--- src/hdl/umpvc_pkg.sv ---
// shared types, codes and constants of the ump voice converter
package umpvc_pkg;

  localparam int DEF_MAX_PACKET_WORDS = 32;
  localparam int unsigned RESULT_LIMIT = 32;

  localparam logic [3:0] MT_UTILITY  = 4'h1;
  localparam logic [3:0] MT_M1_VOICE = 4'h2;
  localparam logic [3:0] MT_DATA64   = 4'h3;
  localparam logic [3:0] MT_M2_VOICE = 4'h4;

  typedef enum logic [2:0] {
    ST_OK       = 3'd0,
    ST_COUNT    = 3'd1,
    ST_TYPE     = 3'd2,
    ST_OPCODE   = 3'd3,
    ST_OVERFLOW = 3'd4
  } status_t;

  typedef enum logic [2:0] {
    S_COLLECT,
    S_HEAD,
    S_JUDGE,
    S_UP2,
    S_DRD,
    S_DOWN,
    S_PRD,
    S_POUT
  } state_t;

  typedef struct packed {
    logic        op_ok;
    logic [31:0] up_a;
    logic [31:0] up_b;
    logic [31:0] down_a;
  } xl_t;

endpackage

--- src/hdl/umpvc_if.sv ---
// request channels for packet words in and result words out
interface umpvc_in_if;
  logic        valid;
  logic        ready;
  logic [31:0] in_word;
  logic        in_last;

  modport source (output valid, output in_word, output in_last, input ready);
  modport sink (input valid, input in_word, input in_last, output ready);
endinterface

interface umpvc_out_if;
  logic        valid;
  logic        ready;
  logic [31:0] out_word;
  logic        out_last;
  logic [2:0]  status;

  modport source (output valid, output out_word, output out_last, output status, input ready);
  modport sink (input valid, input out_word, input out_last, input status, output ready);
endinterface

--- src/hdl/umpvc_buf.sv ---
// packet word buffer: one write port, one registered read port
module umpvc_buf import umpvc_pkg::*; #(
  parameter int DEPTH = DEF_MAX_PACKET_WORDS,
  localparam int AW = (DEPTH > 1) ? $clog2(DEPTH) : 1
) (
  input  logic          clk,
  input  logic          we,
  input  logic [AW-1:0] waddr,
  input  logic [31:0]   wdata,
  input  logic          re,
  input  logic [AW-1:0] raddr,
  output logic [31:0]   rdata
);

  logic [31:0] mem [DEPTH];

  always_ff @(posedge clk) begin
    if (we) begin
      mem[waddr] <= wdata;
    end
  end

  // read data holds until the next read
  always_ff @(posedge clk) begin
    if (re) begin
      rdata <= mem[raddr];
    end
  end

endmodule

--- src/hdl/umpvc_xlate.sv ---
// channel voice translation between midi 1.0 and midi 2.0 words
module umpvc_xlate import umpvc_pkg::*; (
  input  logic [31:0] w0,
  input  logic [31:0] w1,
  output xl_t         xl
);

  logic [3:0] group_f;
  logic [3:0] nib;
  logic [3:0] chan;
  logic [7:0] d1;
  logic [7:0] d2;
  logic [7:0] up_o1;
  logic [31:0] up_val;
  logic [7:0] dn_o1;
  logic [7:0] dn_o2;

  assign group_f = w0[27:24];
  assign nib     = w0[23:20];
  assign chan    = w0[19:16];
  assign d1      = w0[15:8];
  assign d2      = w0[7:0];

  always_comb begin
    up_o1  = 8'h00;
    up_val = 32'h0;
    dn_o1  = 8'h00;
    dn_o2  = 8'h00;
    unique case (nib)
      4'h8, 4'h9, 4'hA: begin
        up_o1  = {1'b0, d1[6:0]};
        up_val = {d2[6:0], 25'h0};
        dn_o1  = {1'b0, d1[6:0]};
        dn_o2  = {1'b0, w1[31:25]};
      end
      4'hB: begin
        up_o1  = d1;
        up_val = {d2[6:0], 25'h0};
        dn_o1  = d1;
        dn_o2  = {1'b0, w1[31:25]};
      end
      4'hC: begin
        up_o1  = {1'b0, d1[6:0]};
        up_val = {d1[6:0], 25'h0};
        dn_o1  = {1'b0, d1[6:0]};
      end
      4'hD: begin
        up_val = {d1[6:0], 25'h0};
        dn_o1  = {1'b0, w1[31:25]};
      end
      4'hE: begin
        // 14-bit bend: lsb 7 bits in d1, msb 7 bits in d2
        up_val = {d2[6:0], d1[6:0], 18'h0};
        dn_o1  = {1'b0, w1[24:18]};
        dn_o2  = {1'b0, w1[31:25]};
      end
      default: begin
        up_o1 = 8'h00;
      end
    endcase
  end

  assign xl.op_ok  = nib[3] && (nib != 4'hF);
  assign xl.up_a   = {MT_M2_VOICE, group_f, nib, chan, up_o1, 8'h00};
  assign xl.up_b   = up_val;
  assign xl.down_a = {MT_M1_VOICE, group_f, nib, chan, dn_o1, dn_o2};

endmodule

--- src/hdl/ump_midi1_midi2_voice_converter_core.sv ---
// top level of the ump voice converter: buffer, sequencer and output register
// words are taken one per cycle while a packet collects; the last word starts the answer
// first result is registered in judge after the head read (down: in down after word 1 is read)
// pass-through packets alternate read and output states per word at the buffer's single read port
// reset clears the sequencer, word count, overflow flag, direction and output valid
// the buffer itself is not cleared: only entries written in the current packet are read
module ump_midi1_midi2_voice_converter_core import umpvc_pkg::*; #(
  parameter int MAX_PACKET_WORDS = DEF_MAX_PACKET_WORDS
) (
  input  logic         clk,
  input  logic         rst,
  input  logic         cfg_we,
  input  logic         cfg_wdata,
  umpvc_in_if.sink     in_chan,
  umpvc_out_if.source  out_chan
);

  localparam int AW = (MAX_PACKET_WORDS > 1) ? $clog2(MAX_PACKET_WORDS) : 1;
  localparam int CW = $clog2(MAX_PACKET_WORDS + 1);

  state_t        state, state_next;
  logic [CW-1:0] count, count_next;
  logic          ovf, ovf_next;
  logic [CW-1:0] pkt_n, pkt_n_next;
  logic          pkt_ovf, pkt_ovf_next;
  logic [CW-1:0] idx, idx_next;
  logic [31:0]   w0_q, w0_next;
  logic          direction;

  logic          out_valid, out_valid_next;
  logic [31:0]   out_word, out_word_next;
  logic          out_last, out_last_next;
  status_t       out_status, out_status_next;

  logic          mem_we;
  logic          mem_re;
  logic [AW-1:0] mem_raddr;
  logic [31:0]   mem_rdata;

  logic [31:0]   xl_w0;
  xl_t           xl;

  logic          slot_free;
  logic          emit;
  logic [31:0]   e_word;
  logic          e_last;
  status_t       e_st;
  logic [3:0]    mt;
  logic          pass_last;

  umpvc_buf #(.DEPTH(MAX_PACKET_WORDS)) u_buf (
    .clk   (clk),
    .we    (mem_we),
    .waddr (count[AW-1:0]),
    .wdata (in_chan.in_word),
    .re    (mem_re),
    .raddr (mem_raddr),
    .rdata (mem_rdata)
  );

  // during down conversion the head word sits in w0_q and the read port holds word 1
  assign xl_w0 = (state == S_DOWN) ? w0_q : mem_rdata;

  umpvc_xlate u_xlate (
    .w0 (xl_w0),
    .w1 (mem_rdata),
    .xl (xl)
  );

  assign mt        = mem_rdata[31:28];
  assign slot_free = !out_valid || out_chan.ready;
  assign pass_last = (CW'(idx + 1'b1) == pkt_n);

  assign in_chan.ready    = (state == S_COLLECT);
  assign out_chan.valid    = out_valid;
  assign out_chan.out_word = out_word;
  assign out_chan.out_last = out_last;
  assign out_chan.status   = out_status;

  always_ff @(posedge clk) begin
    if (rst) begin
      state     <= S_COLLECT;
      count     <= '0;
      ovf       <= 1'b0;
      pkt_n     <= '0;
      pkt_ovf   <= 1'b0;
      idx       <= '0;
      out_valid <= 1'b0;
      direction <= 1'b0;
    end else begin
      state     <= state_next;
      count     <= count_next;
      ovf       <= ovf_next;
      pkt_n     <= pkt_n_next;
      pkt_ovf   <= pkt_ovf_next;
      idx       <= idx_next;
      out_valid <= out_valid_next;
      if (cfg_we) begin
        direction <= cfg_wdata;
      end
    end
  end

  always_ff @(posedge clk) begin
    w0_q       <= w0_next;
    out_word   <= out_word_next;
    out_last   <= out_last_next;
    out_status <= out_status_next;
  end

  always_comb begin
    state_next      = state;
    count_next      = count;
    ovf_next        = ovf;
    pkt_n_next      = pkt_n;
    pkt_ovf_next    = pkt_ovf;
    idx_next        = idx;
    w0_next         = w0_q;
    out_valid_next  = out_valid;
    out_word_next   = out_word;
    out_last_next   = out_last;
    out_status_next = out_status;
    mem_we          = 1'b0;
    mem_re          = 1'b0;
    mem_raddr       = '0;
    emit            = 1'b0;
    e_word          = 32'h0;
    e_last          = 1'b1;
    e_st            = ST_OK;

    if (out_valid && out_chan.ready) begin
      out_valid_next = 1'b0;
    end

    unique case (state)
      S_COLLECT: begin
        if (in_chan.valid) begin
          if (!ovf && (count < CW'(MAX_PACKET_WORDS))) begin
            mem_we     = 1'b1;
            count_next = CW'(count + 1'b1);
          end else begin
            ovf_next = 1'b1;
          end
          if (in_chan.in_last) begin
            pkt_n_next   = count_next;
            pkt_ovf_next = ovf_next;
            count_next   = '0;
            ovf_next     = 1'b0;
            state_next   = S_HEAD;
          end
        end
      end
      S_HEAD: begin
        mem_re     = 1'b1;
        state_next = S_JUDGE;
      end
      S_JUDGE: begin
        if (slot_free) begin
          emit       = 1'b1;
          state_next = S_COLLECT;
          priority if (pkt_ovf) begin
            e_st = ST_OVERFLOW;
          end else if (mt == MT_UTILITY) begin
            if (pkt_n != CW'(1)) begin
              e_st = ST_COUNT;
            end else begin
              e_word = mem_rdata;
            end
          end else if (mt == MT_DATA64) begin
            if (pkt_n[0] || (pkt_n == '0)) begin
              e_st = ST_COUNT;
            end else if (32'(pkt_n) > RESULT_LIMIT) begin
              e_st = ST_OVERFLOW;
            end else begin
              e_word     = mem_rdata;
              e_last     = 1'b0;
              idx_next   = CW'(1);
              state_next = S_PRD;
            end
          end else if (!direction) begin
            if (mt != MT_M1_VOICE) begin
              e_st = ST_TYPE;
            end else if (pkt_n != CW'(1)) begin
              e_st = ST_COUNT;
            end else if (!xl.op_ok) begin
              e_st = ST_OPCODE;
            end else begin
              e_word     = xl.up_a;
              e_last     = 1'b0;
              state_next = S_UP2;
            end
          end else begin
            if (mt != MT_M2_VOICE) begin
              e_st = ST_TYPE;
            end else if (pkt_n != CW'(2)) begin
              e_st = ST_COUNT;
            end else begin
              // opcode is judged once the second word is back
              emit       = 1'b0;
              w0_next    = mem_rdata;
              state_next = S_DRD;
            end
          end
        end
      end
      S_UP2: begin
        if (slot_free) begin
          emit       = 1'b1;
          e_word     = xl.up_b;
          state_next = S_COLLECT;
        end
      end
      S_DRD: begin
        mem_re     = 1'b1;
        mem_raddr  = AW'(1);
        state_next = S_DOWN;
      end
      S_DOWN: begin
        if (slot_free) begin
          emit       = 1'b1;
          state_next = S_COLLECT;
          if (!xl.op_ok) begin
            e_st = ST_OPCODE;
          end else begin
            e_word = xl.down_a;
          end
        end
      end
      S_PRD: begin
        mem_re     = 1'b1;
        mem_raddr  = idx[AW-1:0];
        state_next = S_POUT;
      end
      S_POUT: begin
        if (slot_free) begin
          emit   = 1'b1;
          e_word = mem_rdata;
          e_last = pass_last;
          if (pass_last) begin
            state_next = S_COLLECT;
          end else begin
            idx_next   = CW'(idx + 1'b1);
            state_next = S_PRD;
          end
        end
      end
      default: begin
        state_next = S_COLLECT;
      end
    endcase

    if (emit) begin
      out_valid_next  = 1'b1;
      out_word_next   = e_word;
      out_last_next   = e_last;
      out_status_next = e_st;
    end
  end

endmodule

--- src/flat_wrapper.sv ---
// flat-port wrapper written by rule: the top's interface ports become plain ports
module ump_midi1_midi2_voice_converter_core_flat import umpvc_pkg::*;
#(
  parameter int MAX_PACKET_WORDS = DEF_MAX_PACKET_WORDS
)
  (clk, rst, cfg_we, cfg_wdata, in_chan_valid, in_chan_in_word, in_chan_in_last, in_chan_ready, out_chan_valid, out_chan_out_word, out_chan_out_last, out_chan_status, out_chan_ready);
  umpvc_in_if in_chan_i ();
  umpvc_out_if out_chan_i ();
  input  logic clk;
  input  logic rst;
  input  logic cfg_we;
  input  logic cfg_wdata;
  input wire logic [$bits(in_chan_i.valid)-1:0] in_chan_valid;
  input wire logic [$bits(in_chan_i.in_word)-1:0] in_chan_in_word;
  input wire logic [$bits(in_chan_i.in_last)-1:0] in_chan_in_last;
  output wire logic [$bits(in_chan_i.ready)-1:0] in_chan_ready;
  output wire logic [$bits(out_chan_i.valid)-1:0] out_chan_valid;
  output wire logic [$bits(out_chan_i.out_word)-1:0] out_chan_out_word;
  output wire logic [$bits(out_chan_i.out_last)-1:0] out_chan_out_last;
  output wire logic [$bits(out_chan_i.status)-1:0] out_chan_status;
  input wire logic [$bits(out_chan_i.ready)-1:0] out_chan_ready;
  assign in_chan_i.valid = in_chan_valid;
  assign in_chan_i.in_word = in_chan_in_word;
  assign in_chan_i.in_last = in_chan_in_last;
  assign in_chan_ready = in_chan_i.ready;
  assign out_chan_valid = out_chan_i.valid;
  assign out_chan_out_word = out_chan_i.out_word;
  assign out_chan_out_last = out_chan_i.out_last;
  assign out_chan_status = out_chan_i.status;
  assign out_chan_i.ready = out_chan_ready;
  ump_midi1_midi2_voice_converter_core #(.MAX_PACKET_WORDS(MAX_PACKET_WORDS)) u_core (.clk(clk), .rst(rst), .cfg_we(cfg_we), .cfg_wdata(cfg_wdata), .in_chan(in_chan_i), .out_chan(out_chan_i));
endmodule
--- config.mk ---
export PLATFORM = sky130hd
export DESIGN_NAME = ump_midi1_midi2_voice_converter_core_flat
export DESIGN_NICKNAME = d
export VERILOG_FILES = /design/src/hdl/umpvc_pkg.sv /design/src/hdl/umpvc_if.sv /design/src/hdl/umpvc_buf.sv /design/src/hdl/umpvc_xlate.sv /design/src/hdl/ump_midi1_midi2_voice_converter_core.sv /design/src/flat_wrapper.sv
export SDC_FILE = /design/constraint.sdc
export NUM_CORES = 2
export LEC_CHECK = 0
export BUFFER_PORTS_ARGS = -buffer_cell sky130_fd_sc_hd__buf_2
export CORE_MARGIN = 5
export CORE_UTILIZATION = 60
export DETAILED_ROUTE_END_ITERATION = 7
export GPL_ROUTABILITY_DRIVEN = 0
export PLACE_DENSITY = 0.76
export SKIP_LAST_GASP = 1
export SYNTH_ARGS = -nofsm -noshare
export SYNTH_HDL_FRONTEND = slang
export SYNTH_HIERARCHICAL = 1
export SYNTH_SLANG_ARGS = --single-unit
--- constraint.sdc ---
create_clock -name clk -period 5 [get_ports clk]
set_input_delay 0.5 -clock clk [delete_from_list [all_inputs] [get_ports clk]]
set_output_delay 0.5 -clock clk [all_outputs]
set_load 0.05 [all_outputs]
==> summary.txt <==
worst endpoint data arrival time - 4490 ps
Comb pwr share - 3.8%
WL met1 - 43200 µm
initial antenna violation count - 6
Ys Warns - 6
DP HPWL - 63600 µm
Max Fclk - 0.251 GHz
hold-critical path depth - 3
core area - 77200 µm²
Fill cells - 5021
first drt pass iteration count - 8
worst-path fanout max - 21
Vias per Instance - 6.54
clock latency on the worst-skew pair - 670 ps
DRT iter0 DRCs - 3128
number of remaining DRC errors - 0
CTS tree - yes
CP peak stage delay - 610 ps
total gr overflow - 0
Max Used Layer - met5
gr usage total - 25.8%
largest net degree at the start of global routing - 129
Max Cap Violations - 0
Clock Power Share - 41.2%
PnR Total Power - 19.5 mW
DIE AREA - 83400 µm²
Pins Over Slew Limit - 0
Tightest Hold Check Type - primary input to flop
Hold Fails Final Rpt - 0
CP Capture Type - flop
r2r worst-path depth - 8
Mapped Cells - 2850
met3 WL - 11000 µm
hold buffers post-CTS - 0
share of cells above drive strength 1 - 12.9%
P_int - 15.4 mW
routed wire length per instance - 27.2 µm
Port Buf Inserts - 76
Initial Utilization - 60.4%
sw power - 4.05 mW
WL final - 110000 µm
Die W - 289 µm
Critical Path Slowest Stage Cell - dfxtp_1
Placement Rows - 102
Longest Clk Path Bufs - 3
vias in the first global route - 25800
fin crit share - 79.7%
Worst EP required - 5510 ps
CTS root buf - clkbuf_16
worst-path cell chain - nand2_1, nor2_2, mux2_2, a31oi_1, and2_0, buf_4, a222oi_1, a21oi_1
Nets - 2939
met2 WL - 52600 µm
final setup fails - 0
setup TNS - 0 ps
area grow syn2layout - 10.3%
Seq pwr share - 55.0%
synthesized cell area - 46600 µm²
Clock Skews - 20.0 ps
CTS Buf Count - 111
Sw Ratio - 20.8%
Die Height - 289 µm
Vias - 26400
H-tree Lvls - 3
clock sink total - 1144
Setup Buffers After CTS - 0
pwr dens - 378 nW/µm²
clock slew at reported path FFs - 60 ps
VDD IR-drop max - 0.323 mV
RSZ-0062 raised after global routing - false
average cell area after synthesis - 16.4 µm²
Startpoint Class - flop
leakage power figure - 15.5 nW
Worst Tran Pin Value - 1340 ps
Ports - 77
Rel. slew slack - 10.2%
WS Path Type - flop to flop
Tmin final - 3980 ps
first-pass GRT wire length - 162000 µm
Final ANT Viol Nets - 0
status - completed
post-cts gate resize count - 0
[critical path: cells and delay by family (launching register included)]
family | cells | cell delay, ps
AO/OA/AOI/OAI | 3 | 960
AND/OR/NAND/NOR | 3 | 1380
buffers and inverters | 1 | 370
multiplexers | 1 | 480
flip-flops | 1 | 610
[routing by layer]
| metal | vias to the layer above | GRT usage, % |
|---|---|---|
| met4 | 6 | 7.45 |
| met5 | - | 0 |
| met2 | 1540 | 41.7 |
| met1 | 13300 | 36.8 |
| li1 | 11300 | - |
| met3 | 199 | 4.67 |
[through the flow]
step	std cells	hold WS, ps	instance area (µm²)	setup WS, ps	util [%]
floorplan	2883	471	46800	397	-
global placement	3825	503	47900	1380	62.1
detailed placement	3825	511	47900	1220	62.1
CTS	4030	38.7	51500	1210	66.6
global route	4032	75.6	51500	848	66.7
finish	4033	67.7	51500	1020	66.7
[cell usage in the layout (no fill, tap or decap), drive strengths merged, types with 6 or more instances in the layout]
cell and count:
edfxtp 1119, mux2i 517, nand2 151, clkbuf 144
a21oi 139, buf 136, nand3 109, a22oi 98
a22o 71, nor2 64, clkinv 47, nor3 43
a31oi 36, conb 35, a222oi 32, a32o 27
mux2 27, dfxtp 25, and2 20, and3 19
o21ai 15, inv 15, a221o 8, nor2b 8
nand3b 7, a211oi 7, bufinv 6, xnor2 6
[final timing paths]
| check | from | slack, ps | endpoint |
|---|---|---|---|
| hold reg to reg | u_core/idx[5] | 520 | u_core/idx[5] |
| setup / recovery | u_core/state[0] | 1020 | u_core/out_chan.out_word[23] |
| setup reg to reg | u_core/state[0] | 1020 | u_core/out_chan.out_word[23] |
| hold / removal | cfg_wdata | 70 | u_core/direction |
[cell type report]
| class | instances | area [µm²] | share of cell area, % |
|---|---|---|---|
| Sequential cell | 1144 | 34100 | 66.3 |
| Tap cell | 1040 | 1300 | 2.53 |
| Antenna cell | 3 | 7.51 | 0.0146 |
| Multi-Input combinational cell | 1497 | 11500 | 22.3 |
| Inverter | 8 | 30.0 | 0.0583 |
| Timing Repair Buffer | 136 | 1010 | 1.95 |
| Clock inverter | 61 | 448 | 0.870 |
| Clock buffer | 144 | 3070 | 5.97 |
[power by group through the flow]
| stage | Clock, mW | Sequential (mW) | Combinational (mW) |
|---|---|---|---|
| 6_report | 8.02 | 10.7 | 0.733 |
| 5_1_grt | 8.54 | 10.7 | 0.774 |
| 4_1_cts | 8.12 | 10.7 | 0.718 |
| 3_5_place_dp | 0 | 10.9 | 0.715 |
| 3_3_place_gp | 0 | 10.9 | 0.695 |
| 2_1_floorplan | 0 | 10.9 | 0.369 |
[registers in the layout (all words and copies together) (netlist names)]
signal and cells:
u_core/u_buf/rdata 32, u_core/out_chan.out_word 32, u_core/u_buf/mem 1024, u_core/idx 6
u_core/out_chan.status 3, u_core/count 6, u_core/state 3, u_core/direction 1
u_core/pkt_n 6, u_core/out_chan.valid 1, u_core/w0_q 27, u_core/pkt_ovf 1
u_core/ovf 1, u_core/out_chan.out_last 1
Note: power is estimated with default switching activity, not from simulation.
